<file path="config.mk">
export PLATFORM = sky130hd
export DESIGN_NAME = lwf_ctrl
export DESIGN_NICKNAME = d
export VERILOG_FILES = /design/src/rtl/core/lwf_pkg.sv /design/src/rtl/core/lwf_ctrl.sv
export SDC_FILE = /design/constraint.sdc
export NUM_CORES = 1
export LEC_CHECK = 0
export ABC_CLOCK_PERIOD_IN_PS = 2500
export BUFFER_PORTS_ARGS = -buffer_cell sky130_fd_sc_hd__buf_2
export CORE_AREA = 2 2 52 58
export CTS_BUF_LIST = sky130_fd_sc_hd__clkbuf_8 sky130_fd_sc_hd__clkbuf_16
export CTS_CLUSTER_SIZE = 8
export DETAILED_ROUTE_END_ITERATION = 7
export DIE_AREA = 0 0 54 60
export GPL_TIMING_DRIVEN = 0
export PLACE_DENSITY = 0.73
export SLEW_MARGIN = 25
export SYNTH_ARGS = -nofsm -noshare
export SYNTH_HDL_FRONTEND = slang
export SYNTH_SLANG_ARGS = --single-unit
</file>
<file path="constraint.sdc">
create_clock -name clk -period 2.5 [get_ports clk]
set_input_delay 0 -clock clk [delete_from_list [all_inputs] [get_ports clk]]
set_output_delay 0 -clock clk [all_outputs]
set_load 0.01 [all_outputs]
</file>
<file path="src/rtl/core/lwf_pkg.sv">
`default_nettype none
package lwf_pkg;

  localparam int unsigned MaxWindowSamples = 4096;
  localparam int unsigned CntW = $clog2(MaxWindowSamples + 1);
  localparam int signed   WindowHalfCdeg = 100;
  localparam int signed   LookaheadMm = 300;
  localparam int signed   Sqrt3Q12 = 7094;
  localparam int signed   RightCdeg = -9000;
  localparam int signed   FrontRightCdeg = -3000;
  localparam int signed   SlowTurnMrad = 1000;

  localparam logic [2:0] CFG_ANGLE_START = 3'd0;
  localparam logic [2:0] CFG_ANGLE_STEP  = 3'd1;
  localparam logic [2:0] CFG_TARGET      = 3'd2;
  localparam logic [2:0] CFG_FRONT_STOP  = 3'd3;
  localparam logic [2:0] CFG_KP          = 3'd4;
  localparam logic [2:0] CFG_KI          = 3'd5;
  localparam logic [2:0] CFG_KD          = 3'd6;
  localparam logic [2:0] CFG_TURN_LIMIT  = 3'd7;

  localparam logic [4:0] SPEED_NORMAL = 5'd30;
  localparam logic [4:0] SPEED_SLOW   = 5'd20;
  localparam logic [4:0] SPEED_AVOID  = 5'd10;

  // controller -> datapath
  typedef struct packed {
    logic beam;       // absorb one beam into the windows
    logic tick_a;     // error, integral
    logic tick_b;     // products
    logic tick_c;     // sum, round, clamp, load result
    logic div_start;  // start a division
    logic div_step;   // one restoring-division bit
    logic sqrt_step;  // one square-root digit
    logic prep_sqrt;  // load sqrt operand from averages
    logic prep_num;   // form numerator
    logic ld_avg_r;   // quotient -> r
    logic ld_avg_r1;  // quotient -> r1
    logic ld_dist;    // quotient -> lookahead
    logic sel_num;    // divider: 0 right window, 1 front-right; sel_dist selects distance
    logic sel_dist;
    logic scan_clear; // clear sums and reload angle
  } lwf_cmd_t;

  typedef struct packed {
    logic windows_ok;
    logic norm_zero;
  } lwf_sts_t;

endpackage
`default_nettype wire

</file>
<file path="src/rtl/core/lwf_ctrl.sv">
`default_nettype none
module lwf_ctrl (
  input  wire logic            clk,
  input  wire logic            rst_n,
  input  wire logic            in_valid,
  output logic                 in_ready,
  input  wire logic            in_command,
  input  wire logic            in_last_beam,
  output logic                 out_valid,
  input  wire logic            out_ready,
  output lwf_pkg::lwf_cmd_t    cmd,
  input  wire lwf_pkg::lwf_sts_t sts
);

  typedef enum logic [9:0] {
    S_IDLE  = 10'b0000000001,
    S_DIVR  = 10'b0000000010,
    S_DIVR1 = 10'b0000000100,
    S_SQRT  = 10'b0000001000,
    S_NUM   = 10'b0000010000,
    S_DIVD  = 10'b0000100000,
    S_TA    = 10'b0001000000,
    S_TB    = 10'b0010000000,
    S_TC    = 10'b0100000000,
    S_WAIT  = 10'b1000000000
  } state_t;

  state_t     state_r, state_nxt;
  logic [6:0] cnt_r, cnt_nxt;
  logic       ov_r, ov_nxt;
  logic       acc;

  assign in_ready  = (state_r == S_IDLE);
  assign out_valid = ov_r;
  assign acc       = in_valid && in_ready;

  // sequence beats through the datapath
  always_comb begin
    state_nxt = state_r;
    cnt_nxt   = cnt_r;
    ov_nxt    = ov_r;
    cmd       = '0;
    if (ov_r && out_ready) ov_nxt = 1'b0;
    unique case (state_r)
      S_IDLE: begin
        if (acc) begin
          if (in_command) begin
            state_nxt = S_TA;
          end else begin
            cmd.beam = 1'b1;
            if (in_last_beam) state_nxt = S_DIVR;
          end
        end
        cnt_nxt = 7'd0;
      end
      S_DIVR: begin
        if (!sts.windows_ok) begin
          cmd.scan_clear = 1'b1;
          state_nxt = S_IDLE;
        end else if (cnt_r == 7'd0) begin
          cmd.div_start = 1'b1;
          cnt_nxt = 7'd1;
        end else if (cnt_r <= 7'd32) begin
          cmd.div_step = 1'b1;
          cnt_nxt = cnt_r + 7'd1;
        end else begin
          cmd.ld_avg_r = 1'b1;
          cnt_nxt = 7'd0;
          state_nxt = S_DIVR1;
        end
      end
      S_DIVR1: begin
        cmd.sel_num = 1'b1;
        if (cnt_r == 7'd0) begin
          cmd.div_start = 1'b1;
          cnt_nxt = 7'd1;
        end else if (cnt_r <= 7'd32) begin
          cmd.div_step = 1'b1;
          cnt_nxt = cnt_r + 7'd1;
        end else begin
          cmd.ld_avg_r1 = 1'b1;
          cnt_nxt = 7'd0;
          state_nxt = S_SQRT;
        end
      end
      S_SQRT: begin
        if (cnt_r == 7'd0) begin
          cmd.prep_sqrt = 1'b1;
          cnt_nxt = 7'd1;
        end else if (cnt_r <= 7'd32) begin
          cmd.sqrt_step = 1'b1;
          cnt_nxt = cnt_r + 7'd1;
        end else begin
          cnt_nxt = 7'd0;
          state_nxt = S_NUM;
        end
      end
      S_NUM: begin
        if (sts.norm_zero) begin
          cmd.scan_clear = 1'b1;
          state_nxt = S_IDLE;
        end else begin
          cmd.prep_num = 1'b1;
          state_nxt = S_DIVD;
        end
      end
      S_DIVD: begin
        cmd.sel_dist = 1'b1;
        if (cnt_r == 7'd0) begin
          cmd.div_start = 1'b1;
          cnt_nxt = 7'd1;
        end else if (cnt_r <= 7'd64) begin
          cmd.div_step = 1'b1;
          cnt_nxt = cnt_r + 7'd1;
        end else begin
          cmd.ld_dist = 1'b1;
          cmd.scan_clear = 1'b1;
          state_nxt = S_IDLE;
        end
      end
      S_TA: begin
        cmd.tick_a = 1'b1;
        state_nxt = S_TB;
      end
      S_TB: begin
        cmd.tick_b = 1'b1;
        state_nxt = S_TC;
      end
      // hold the last step while the previous result still waits
      S_TC: begin
        if (!ov_r || out_ready) begin
          cmd.tick_c = 1'b1;
          state_nxt = S_WAIT;
        end
      end
      S_WAIT: begin
        if (!ov_r) begin
          ov_nxt = 1'b1;
          state_nxt = S_IDLE;
        end
      end
      default: state_nxt = S_IDLE;
    endcase
  end

  always_ff @(posedge clk) begin
    if (!rst_n) begin
      state_r <= S_IDLE;
      cnt_r   <= '0;
      ov_r    <= 1'b0;
    end else begin
      state_r <= state_nxt;
      cnt_r   <= cnt_nxt;
      ov_r    <= ov_nxt;
    end
  end

endmodule
`default_nettype wire

</file>
## Word-level counts from Yosys, hierarchy flattened

Cells that the tools add are included.
Widths: inputs -> output; s select.

| storage, ports and cells | value |
|---|---|
| flip-flop bits (word level) | 18 |
| input port bits | 8 |
| output and inout port bits | 17 |
| word-level logic and storage cells | 94 |

| operators by class | value |
|---|---|
| add/sub/neg operators | 1 |
| order comparisons | 2 |
| equality and inequality tests | 24 |
| muxes and demuxes | 55 |
| reductions and logical operators | 9 |

Operators by type and width:

| cell | count |
|---|---|
| $mux 10 | 14 |
| $pmux 10 s10 | 1 |
| $mux 7 | 5 |
| $mux 1 | 29 |
| $pmux 7 s4 | 1 |
| $ne 2x2->1 const B | 9 |
| $reduce_and 12->1 | 1 |
| $eq 10x1->1 const B | 1 |
| $eq 10x10->1 const B | 1 |
| $eq 10x2->1 const B | 1 |
| $eq 10x3->1 const B | 1 |
| $eq 10x4->1 const B | 1 |
| $eq 10x5->1 const B | 1 |
| $eq 10x6->1 const B | 1 |
| $eq 10x7->1 const B | 1 |
| $eq 10x8->1 const B | 1 |
| $eq 10x9->1 const B | 1 |
| $ne 3x3->1 const B | 3 |
| $add 7x1->7 const B | 1 |
| $le 7x6->1 const B | 1 |
| $le 7x7->1 const B | 1 |
| $logic_not 7->1 | 1 |
| $mux 6 | 1 |
| $pmux 2 s3 | 1 |
| 10 further kinds | 12 |

## Depth between registers and ports, before layout

Gate-level depths: netlist of run 1.

| depth | value |
|---|---|
| depth in word-level cells | 5 |
| gate-level depth with buffers | 8 |
| mapped depth without buffers | 8 |

## Worst setup path after synthesis of run 1

Ideal clock, no wire load.

| timing path | value |
|---|---|
| path kind | register -> register |
| from | reg state_r[8] |
| to | reg cnt_r[2] |
| library setup time | 0.096 ns |
| data arrival time | 2.303 ns |
| required time | 2.404 ns |
| path slack | 0.101 ns |
| stages on the path, launching flop included | 9 |
| path buffers | 1 |
| period minus slack after synthesis | 2.399 ns |
| cells stage by stage | dfxtp_1 > or4_1 > buf_2 > or3_4 > clkinv_2 > and2_4 > o21bai_4 > or3_4 > o41ai_2 |

| between the ends | value |
|---|---|
| cells in the longest elaborated chain, start to end | 4 |
| elaborated cells on any way between the ends | 11 |
| classes of those cells | eq/ne: 7; mux: 1; reduce/logical: 3 |

Ends and longest elaborated chain:

| element | RTL line | text |
|---|---|---|
| start, declared | lwf_ctrl.sv:28 | `state_t state_r, state_nxt;` |
| start signal, assigned | lwf_ctrl.sv:152 | `state_r <= state_nxt;` |
| $eq 10x4->1 or $eq 10x3->1 (tied branches) | lwf_ctrl.sv:44 | `unique case (state_r)` |
| $reduce_or 2->1 (no source line) | n/a |  |
| $reduce_bool 4->1 (no source line) | n/a |  |
| $reduce_and 3->1 (no source line) | n/a |  |
| end signal, assigned | lwf_ctrl.sv:153 | `cnt_r <= cnt_nxt;` |
| end, declared | lwf_ctrl.sv:29 | `logic [6:0] cnt_r, cnt_nxt;` |

Several ways; a longest one is shown, not always the timed one.
A chain may end at the register's enable or synchronous reset.

## Worst setup path after layout of run 1

| timing path | value |
|---|---|
| from | reg state_r[8] |
| to | reg cnt_r[5] |

The elaborated chain is that of the path after synthesis.

==> results of run 1 <==
[state kept, by name, indices dropped and copies added, names as in the netlist]
| register | count |
|---|---|
| out_valid | 1 |
| state_r | 10 |
| cnt_r | 7 |
[power by group]
| group | internal (mW) | total (mW) | switching [mW] |
|---|---|---|---|
| logic | 0.206 | 0.460 | 0.254 |
| clock network | 0.140 | 0.248 | 0.108 |
| registers | 0.306 | 0.341 | 0.0349 |
| total | 0.653 | 1.05 | 0.396 |
[through the flow]
| stage | power (mW) | util (%) | hold slack [ns] | cell area (um^2) |
|---|---|---|---|---|
| floorplan | 0.611 | - | 0.0536 | 1250 |
| global placement | 0.706 | 52.3 | 0.258 | 1410 |
| detailed placement | 0.713 | 52.3 | 0.263 | 1410 |
| CTS | 0.967 | 55.0 | 0.0262 | 1490 |
| global route | 1.10 | 57.7 | 0.0287 | 1560 |
| finish | 1.05 | 57.7 | 0.0228 | 1560 |
[how the worst max path moves through the flow]
stage                                       end                     from  cells after the start  slack [ns]
final                     cnt_r[5]$_SDFFE_PN0P_  state_r[8]$_SDFFE_PN0P_                      8        0.04
after global routing      cnt_r[5]$_SDFFE_PN0P_  state_r[8]$_SDFFE_PN0P_                      8      -0.005
after CTS                 cnt_r[5]$_SDFFE_PN0P_  state_r[8]$_SDFFE_PN0P_                      8      -0.004
after detailed placement  cnt_r[5]$_SDFFE_PN0P_  state_r[8]$_SDFFE_PN0P_                      8       -0.07
after global placement    cnt_r[2]$_SDFFE_PN0P_  state_r[8]$_SDFFE_PN0P_                      8       -0.04
after floorplan           cnt_r[2]$_SDFFE_PN0P_  state_r[8]$_SDFFE_PN0P_                      8        0.10
[routing by layer]
layer / track usage (%) / part of all wire [%] / up-vias
li1: - / - / 680
met1: 28.0 / 42 / 664
met2: 42.5 / 50 / 65
met3: 3.00 / 6.9 / 8
met4: 8.57 / 1.6 / 0
met5: 0 / 0 / -
[kinds of logic (layout without fill, tap and decap cells)]
| kind of cell | after synthesis | count (layout) | share of synthesized area (%) |
|---|---|---|---|
| xor gates and xnor gates | 2 | 2 | 1.40 |
| AOI/OAI and AO/OA | 40 | 40 | 23.4 |
| and+or+nand+nor | 88 | 88 | 39.2 |
| DFF | 18 | 18 | 28.8 |
| muxes | 1 | 1 | 0.800 |
| adders and majority gates | 2 | 2 | 2.00 |
| buffers and inverters | 14 | 46 | 4.40 |
[synthesized netlist by cell type (2+ instances only)]
| cell type | count | area, um^2 |
|---|---|---|
| nor3_1 | 13 | 65.1 |
| o21a_1 | 2 | 15.0 |
| nor2_1 | 20 | 75.1 |
| o22ai_1 | 4 | 25.0 |
| and2_1 | 2 | 12.5 |
| or3_1 | 6 | 37.5 |
| clkbuf_1 | 4 | 15.0 |
| nor4_1 | 3 | 18.8 |
| nand3_1 | 7 | 35.0 |
| a21oi_1 | 10 | 50.1 |
| dfxtp_1 | 18 | 360 |
| ha_1 | 2 | 25.0 |
| nand2b_1 | 5 | 31.3 |
| o21ai_0 | 8 | 40.0 |
| inv_1 | 6 | 22.5 |
| nand2_1 | 8 | 30.0 |
| nor3b_1 | 2 | 15.0 |
| o211ai_1 | 3 | 22.5 |
| xor2_1 | 2 | 17.5 |
| and4_1 | 2 | 17.5 |
| o41ai_2 | 2 | 32.5 |
| or2_2 | 2 | 12.5 |
| and3_1 | 5 | 31.3 |
| or4_1 | 3 | 22.5 |
| nor2b_1 | 2 | 12.5 |
| or3_4 | 2 | 22.5 |
| or4b_1 | 2 | 20.0 |
[repair_timing]
item | CTS | global route
pin swaps | 1 | 5
gates resized for setup | 6 | 14
cloned | 0 | 0
endpoints found under the setup margin | 5 | 10
buffers inserted | 0 | 6
[final cells by class]
cell class                 count  area [um^2]  share of cell area (%)
multi-input combinational    133          875                    56.1
sequential                    18          370                    23.7
timing repair buffer          30          165                    10.6
clock buffer                   4         55.1                    3.53
tap                           33         41.3                    2.65
inverter                       8         31.3                    2.00
buffer                         4         22.5                    1.44
==> run summary, run 1 <==
## Cells and area
• buf_2 — most frequent standard cell in the layout excluding fill and tap cells
• 208 — Layout Nets
• 30.5% — layout cells sized above 1
• buf_2, nor2_1, dfxtp_1, nor3_1, a21oi_1 — commonest cells after routing, fill and taps aside
• 0 — Antenna Diode Count
• 24.7% — layout-stage area growth over the synthesis result
• 261 — number of fill cells
• 230 — non-filler cells in the finished layout

## Detailed routing
• 3590 um — wirelength, routed
• 1417 — via count
• 0 — detailed-route DRC error count
• 15.6 um — Avg WL per Cell
• 64 — DR iter-0 viols
• 0 — post-detailed-route count of antenna-violating nets
• 6.16 — post-DR vias/cell
• 4 — count of TritonRoute iterations in the first routing pass

## STA
• 0 ns — setup TNS
• 0 — Final setup violation count
• 0 — Max Transition Viols Final
• 98.6% — fin crit share
• 0.00905 ns — worst clock skew
• 0.567 ns — Worst Max-Slew Pin Slew
• 2.46 ns — minimum clock period after layout
• 61.9% — relative slew slack
• 0.0357 ns — worst setup margin
• 0 — final hold vios
• 406 MHz — highest achievable clock rate

## Yosys
• 18 — Seq cells post-synth
• 0 — Yosys warning total
• 175 — Syn Nets
• 165 — instance count of the mapped netlist
• 1250 um^2 — cell area after technology mapping
• 0 — count of flip-flops with a built-in enable after synthesis
• 47 — unique cell type count in the Yosys netlist
• 7.58 um^2 — syn_area_per_cell
• 28.8% — portion of the post-synthesis area used by sequential elements
• 0% — share of flip-flops with an asynchronous set or reset
• dfxtp_1 — dominant synthesized flop cell

## Clock tree
• 0.08 ns — clock transition at the register clock pins on the worst setup and hold paths after CTS
• 3 — Num CTS Buffers
• 18 — Sinks on Clock Net
• 0 — hold buffer count at cts
• 2 — buffers from clock root to sink, at most
• 1 — H-tree depth
• 0.26 ns — clock latency on the worst-skew pair
• clkbuf_8 — buffer cell driving the clock tree root
• built — TritonCTS clock tree

## Floorplan
• 3240 um^2 — die area
• 54 um — Die X
• 60 um — height of the die
• 20 — number of cell rows
• 2700 um^2 — Std-Cell Core Area
• 25 — number of primary I/O pins
• 46.3% — Initial Util

## Critical path
• flop — crit path launch type
• 0.54 ns — maximum cell stage delay along the critical path
• or3_4 — critical path's most frequent cell
• 0.04 ns — register-to-register path setup slack
• 9 — critical path peak fanout
• 2.66 ns — critical path required time
• cnt_r[5]$_SDFFE_PN0P_ — worst flop-to-flop path endpoint
• simple AND/OR/NAND/NOR gates — kind of cell with the highest combined delay on the critical path
• 2.63 ns — Arrival @ worst endpoint
• or4_4 — highest-delay cell along the critical path
• state_r[8]$_SDFFE_PN0P_ — reg-to-reg critical path startpoint
• 2 — worst path bufs/invs
• flop — category of the worst setup path capture point
• or4_4 -> buf_6 -> or3_4 -> clkinv_2 -> and2_4 -> o21bai_4 -> or3_4 -> o41ai_2 — crit-path cells
• 8 — FF-to-FF path depth
• flop to flop — startpoint-to-endpoint class of the critical path

## Place
• 2650 um — HPWL after detailed placement
• -0.0747 ns — worst setup slack after placement
• 0.876 — weighted congestion at the end of routability-driven global placement
• 222 — DP Cell Count
• 24 — PortBufs

## Power
• 365 uV — worst supply voltage drop on vdd
• 0.653 nW — leakage component of the power
• 672 nW/um^2 — power per unit of standard cell area

## Global route
• 11 — maximum number of pins on one net before global-route repair
• 0 — number of antenna violations at the first check in global routing
• 5570 um — wire length of the first global-routing pass
• 1239 — via count of the first global-routing pass
• 23.6% — all-layer global routing usage
• 0 — global route total overflow

## Min path
• in_command — Worst Min Path Start
• state_r[6]$_SDFFE_PN0P_ — capture endpoint of the worst hold path
• 2 — hold-critical path depth
• primary input to flop — hold crit path type

## Run status
• finished, final reports clean — status

## Flow run
• 0 — max-cap check violation count

(Power assumes the default switching activity.)
==> run 2: changes to the inputs <==
--- a/config.mk
+++ b/config.mk
@@ -5,16 +5,16 @@
 export SDC_FILE = /design/constraint.sdc
 export NUM_CORES = 1
 export LEC_CHECK = 0
+export ABC_AREA = 1
 export ABC_CLOCK_PERIOD_IN_PS = 2500
 export BUFFER_PORTS_ARGS = -buffer_cell sky130_fd_sc_hd__buf_2
-export CORE_AREA = 2 2 52 58
+export CORE_AREA = 2 2 57 65
 export CTS_BUF_LIST = sky130_fd_sc_hd__clkbuf_8 sky130_fd_sc_hd__clkbuf_16
 export CTS_CLUSTER_SIZE = 8
 export DETAILED_ROUTE_END_ITERATION = 7
-export DIE_AREA = 0 0 54 60
+export DIE_AREA = 0 0 59 67
 export GPL_TIMING_DRIVEN = 0
 export PLACE_DENSITY = 0.73
-export SLEW_MARGIN = 25
 export SYNTH_ARGS = -nofsm -noshare
 export SYNTH_HDL_FRONTEND = slang
 export SYNTH_SLANG_ARGS = --single-unit
==> run 2 against run 1 <==
First-iteration DRC count rose by 28%; sequential power rose by 14%; clock power fell by 3%; synthesized cell count rose by 64%; power rose by 55%; via count rose by 20%; global-route usage fell by 1.9 points; synthesized area rose by 29%; setup slack improved by 0.63 ns; fmax rose by 34%; critical path depth rose by 3; clock skew fell by 0.0066 ns; critical path type unchanged; critical endpoint is now state_r[7]$_SDFFE_PN0P_.
==> run summary, run 2 <==
## Run status
• finished, final reports clean — status

## Power
• 61.2% — proportion of power drawn by combinational gates
• 343 uV — worst supply voltage drop on vdd
• 50.8% — Sw Share
• 880 nW/um^2 — power per unit of standard cell area
• 14.8% — clock share of power
• 0.800 mW — internal power consumption
• 1.04 nW — leakage component of the power
• 0.826 mW — reported net switching power
• 24.0% — sequential cell fraction of total power

## STA
• 0.00245 ns — worst clock skew
• no — RSZ-0062 raised after global routing
• 545 MHz — highest achievable clock rate
• 77.8% — relative slew slack
• 0 — Max Transition Viols Final
• 0 ns — setup TNS
• 0 — final hold vios
• 0.331 ns — Worst Max-Slew Pin Slew
• 1.83 ns — minimum clock period after layout
• 73.3% — fin crit share
• 0.0410 ns — Fin Hold WS
• 0 — Final setup violation count

## Critical path
• flop — crit path launch type
• flop to flop — startpoint-to-endpoint class of the critical path
• 2.70 ns — critical path required time
• 3 — worst path bufs/invs
• 6 — critical path peak fanout
• flop — category of the worst setup path capture point
• simple AND/OR/NAND/NOR gates — kind of cell with the highest combined delay on the critical path
• inv_1 -> ha_1 -> nand3_1 -> nand2_1 -> nand2_1 -> inv_2 -> nand2_1 -> nand2_2 -> nor2_2 -> nand3_1 -> inv_1 — crit-path cells
• 2.04 ns — Arrival @ worst endpoint
• 0.44 ns — maximum cell stage delay along the critical path
• dfxtp_1 — highest-delay cell along the critical path
• nand2_1 — critical path's most frequent cell

## Clock tree
• clkbuf_8 — buffer cell driving the clock tree root
• 3 — Num CTS Buffers
• 0.26 ns — clock latency on the worst-skew pair
• built — TritonCTS clock tree
• 0.07 ns — clock transition at the register clock pins on the worst setup and hold paths after CTS
• 1 — H-tree depth
• 2 — buffers from clock root to sink, at most
• 18 — Sinks on Clock Net
• 0 — CTS-repair resized insts

## Global route
• 1527 — via count of the first global-routing pass
• 21.7% — all-layer global routing usage
• 11 — maximum number of pins on one net before global-route repair
• 0 — global route total overflow
• 0 — number of antenna violations at the first check in global routing
• 6630 um — wire length of the first global-routing pass

## Flow run
• 0 — max-cap check violation count

## Floorplan
• 22 — number of cell rows
• 3950 um^2 — die area
• 59 um — Die X
• 67 um — height of the die
• 49.8% — Initial Util
• 25 — number of primary I/O pins
• 3250 um^2 — Std-Cell Core Area

## Cells and area
• 336 — number of fill cells
• nand2_1, nor2_1, inv_1, nand3_1, buf_2 — commonest cells after routing, fill and taps aside
• 23.7% — layout cells sized above 1
• 311 — Layout Nets
• nand2_1 — most frequent standard cell in the layout excluding fill and tap cells
• 14.2% — layout-stage area growth over the synthesis result
• state_r — Biggest register
• 0 — Antenna Diode Count
• 10 — Largest register FFs

## Yosys
• 0 — Yosys warning total
• 0 — count of flip-flops with a built-in enable after synthesis
• dfxtp_1 — largest area contributor in the synthesized netlist
• 28 — unique cell type count in the Yosys netlist
• 5.97 um^2 — syn_area_per_cell
• 22.3% — top-area cell type share of the netlist area
• 271 — instance count of the mapped netlist
• 0% — share of flip-flops with an asynchronous set or reset
• dfxtp_1, nand2_1, nor2_1 — largest cells by area after synthesis
• 18 — Seq cells post-synth
• nand2_1 — most instantiated library cell after synthesis
• 281 — Syn Nets
• nand2_1, nor2_1, inv_1, nand3_1, dfxtp_1 — Post-synth top cells
• 1620 um^2 — cell area after technology mapping
• 22.3% — portion of the post-synthesis area used by sequential elements
• dfxtp_1 — dominant synthesized flop cell

## Detailed routing
• 82 — DR iter-0 viols
• 11.5 um — Avg WL per Cell
• 4 — count of TritonRoute iterations in the first routing pass
• 1695 — via count
• 0 — detailed-route DRC error count
• 5.04 — post-DR vias/cell
• 3870 um — wirelength, routed
• 0 — post-detailed-route count of antenna-violating nets

## Place
• 3110 um — HPWL after detailed placement
• 24 — PortBufs
• 0.885 — weighted congestion at the end of routability-driven global placement

## Min path
• primary input to flop — hold crit path type

[run 2: area by class of cell]
| class | instances | area [um^2] | share of cell area (%) |
|---|---|---|---|
| Clock buffer | 4 | 55.1 | 2.98 |
| Inverter | 50 | 195 | 10.6 |
| Tap cell | 36 | 45.0 | 2.44 |
| Timing Repair Buffer | 25 | 130 | 7.04 |
| Sequential cell | 18 | 360 | 19.5 |
| Multi-Input combinational cell | 200 | 1030 | 56.0 |
| Buffer | 3 | 27.5 | 1.49 |
[run 2: final timing paths]
kind	end	slack, ns	cells after the start	start
worst max-delay path	state_r[7]$_SDFFE_PN0P_	0.67	11	cnt_r[0]$_SDFFE_PN0P_
worst min-delay path	out_valid$_SDFF_PN0_	0.04	4	out_ready
worst max register to register	state_r[7]$_SDFFE_PN0P_	0.67	11	cnt_r[0]$_SDFFE_PN0P_
worst min register to register	cnt_r[4]$_SDFFE_PN0P_	0.50	2	cnt_r[4]$_SDFFE_PN0P_
[run 2: through the flow]
step                worst slack [ns]  cell area, um^2  util, %  instances  total power [mW]
floorplan                      0.972             1620        -        271              1.18
global placement               0.755             1780     54.9        331              1.38
detailed placement             0.726             1780     54.9        331              1.38
CTS                            0.694             1850     56.9        336              1.63
global route                   0.472             1850     56.9        336              1.79
finish                         0.667             1850     56.9        336              1.63
[run 2: worst reg2reg max path, stage by stage, from the launching register on]
cell and delay (ns):
dfxtp_1 0.44, inv_1 0.07, ha_1 0.23, nand3_1 0.09, nand2_1 0.08, nand2_1 0.17, inv_2 0.11, nand2_1 0.09
nand2_2 0.07, nor2_2 0.27, nand3_1 0.12, inv_1 0.06
[run 2: cell families after synthesis]
kind of cell,Yosys count,share of synthesized area [%]
adders and majority gates,2,1.55
xor gates and xnor gates,2,1.08
buffers and inverters,53,13.8
DFF,18,22.3
and+or+nand+nor,170,51.7
AOI/OAI and AO/OA,26,9.67
[run 2: what timing repair did]
item | 4_1_cts | 5_1_grt
endpoints found under the hold margin | 1 | 0
buffers inserted | 0 | 0
endpoints found under the setup margin | 0 | 0
hold buffers | 1 | 0
[run 2: per-layer routing]
| metal | wire length [um] | up-vias | track usage [%] |
|---|---|---|---|
| met5 | 0 | - | 0 |
| met4 | 61 | 0 | 6.25 |
| met3 | 148 | 7 | 3.11 |
| met2 | 1810 | 36 | 38.3 |
| met1 | 1850 | 745 | 26.8 |
| li1 | - | 907 | - |
[run 2: power by group through the flow]
stage	logic, mW	registers [mW]	clock network, mW
6_report	0.994	0.390	0.241
5_1_grt	1.13	0.396	0.265
4_1_cts	0.989	0.389	0.251
3_5_place_dp	0.987	0.396	0
3_3_place_gp	0.981	0.395	0
2_1_floorplan	0.790	0.388	0
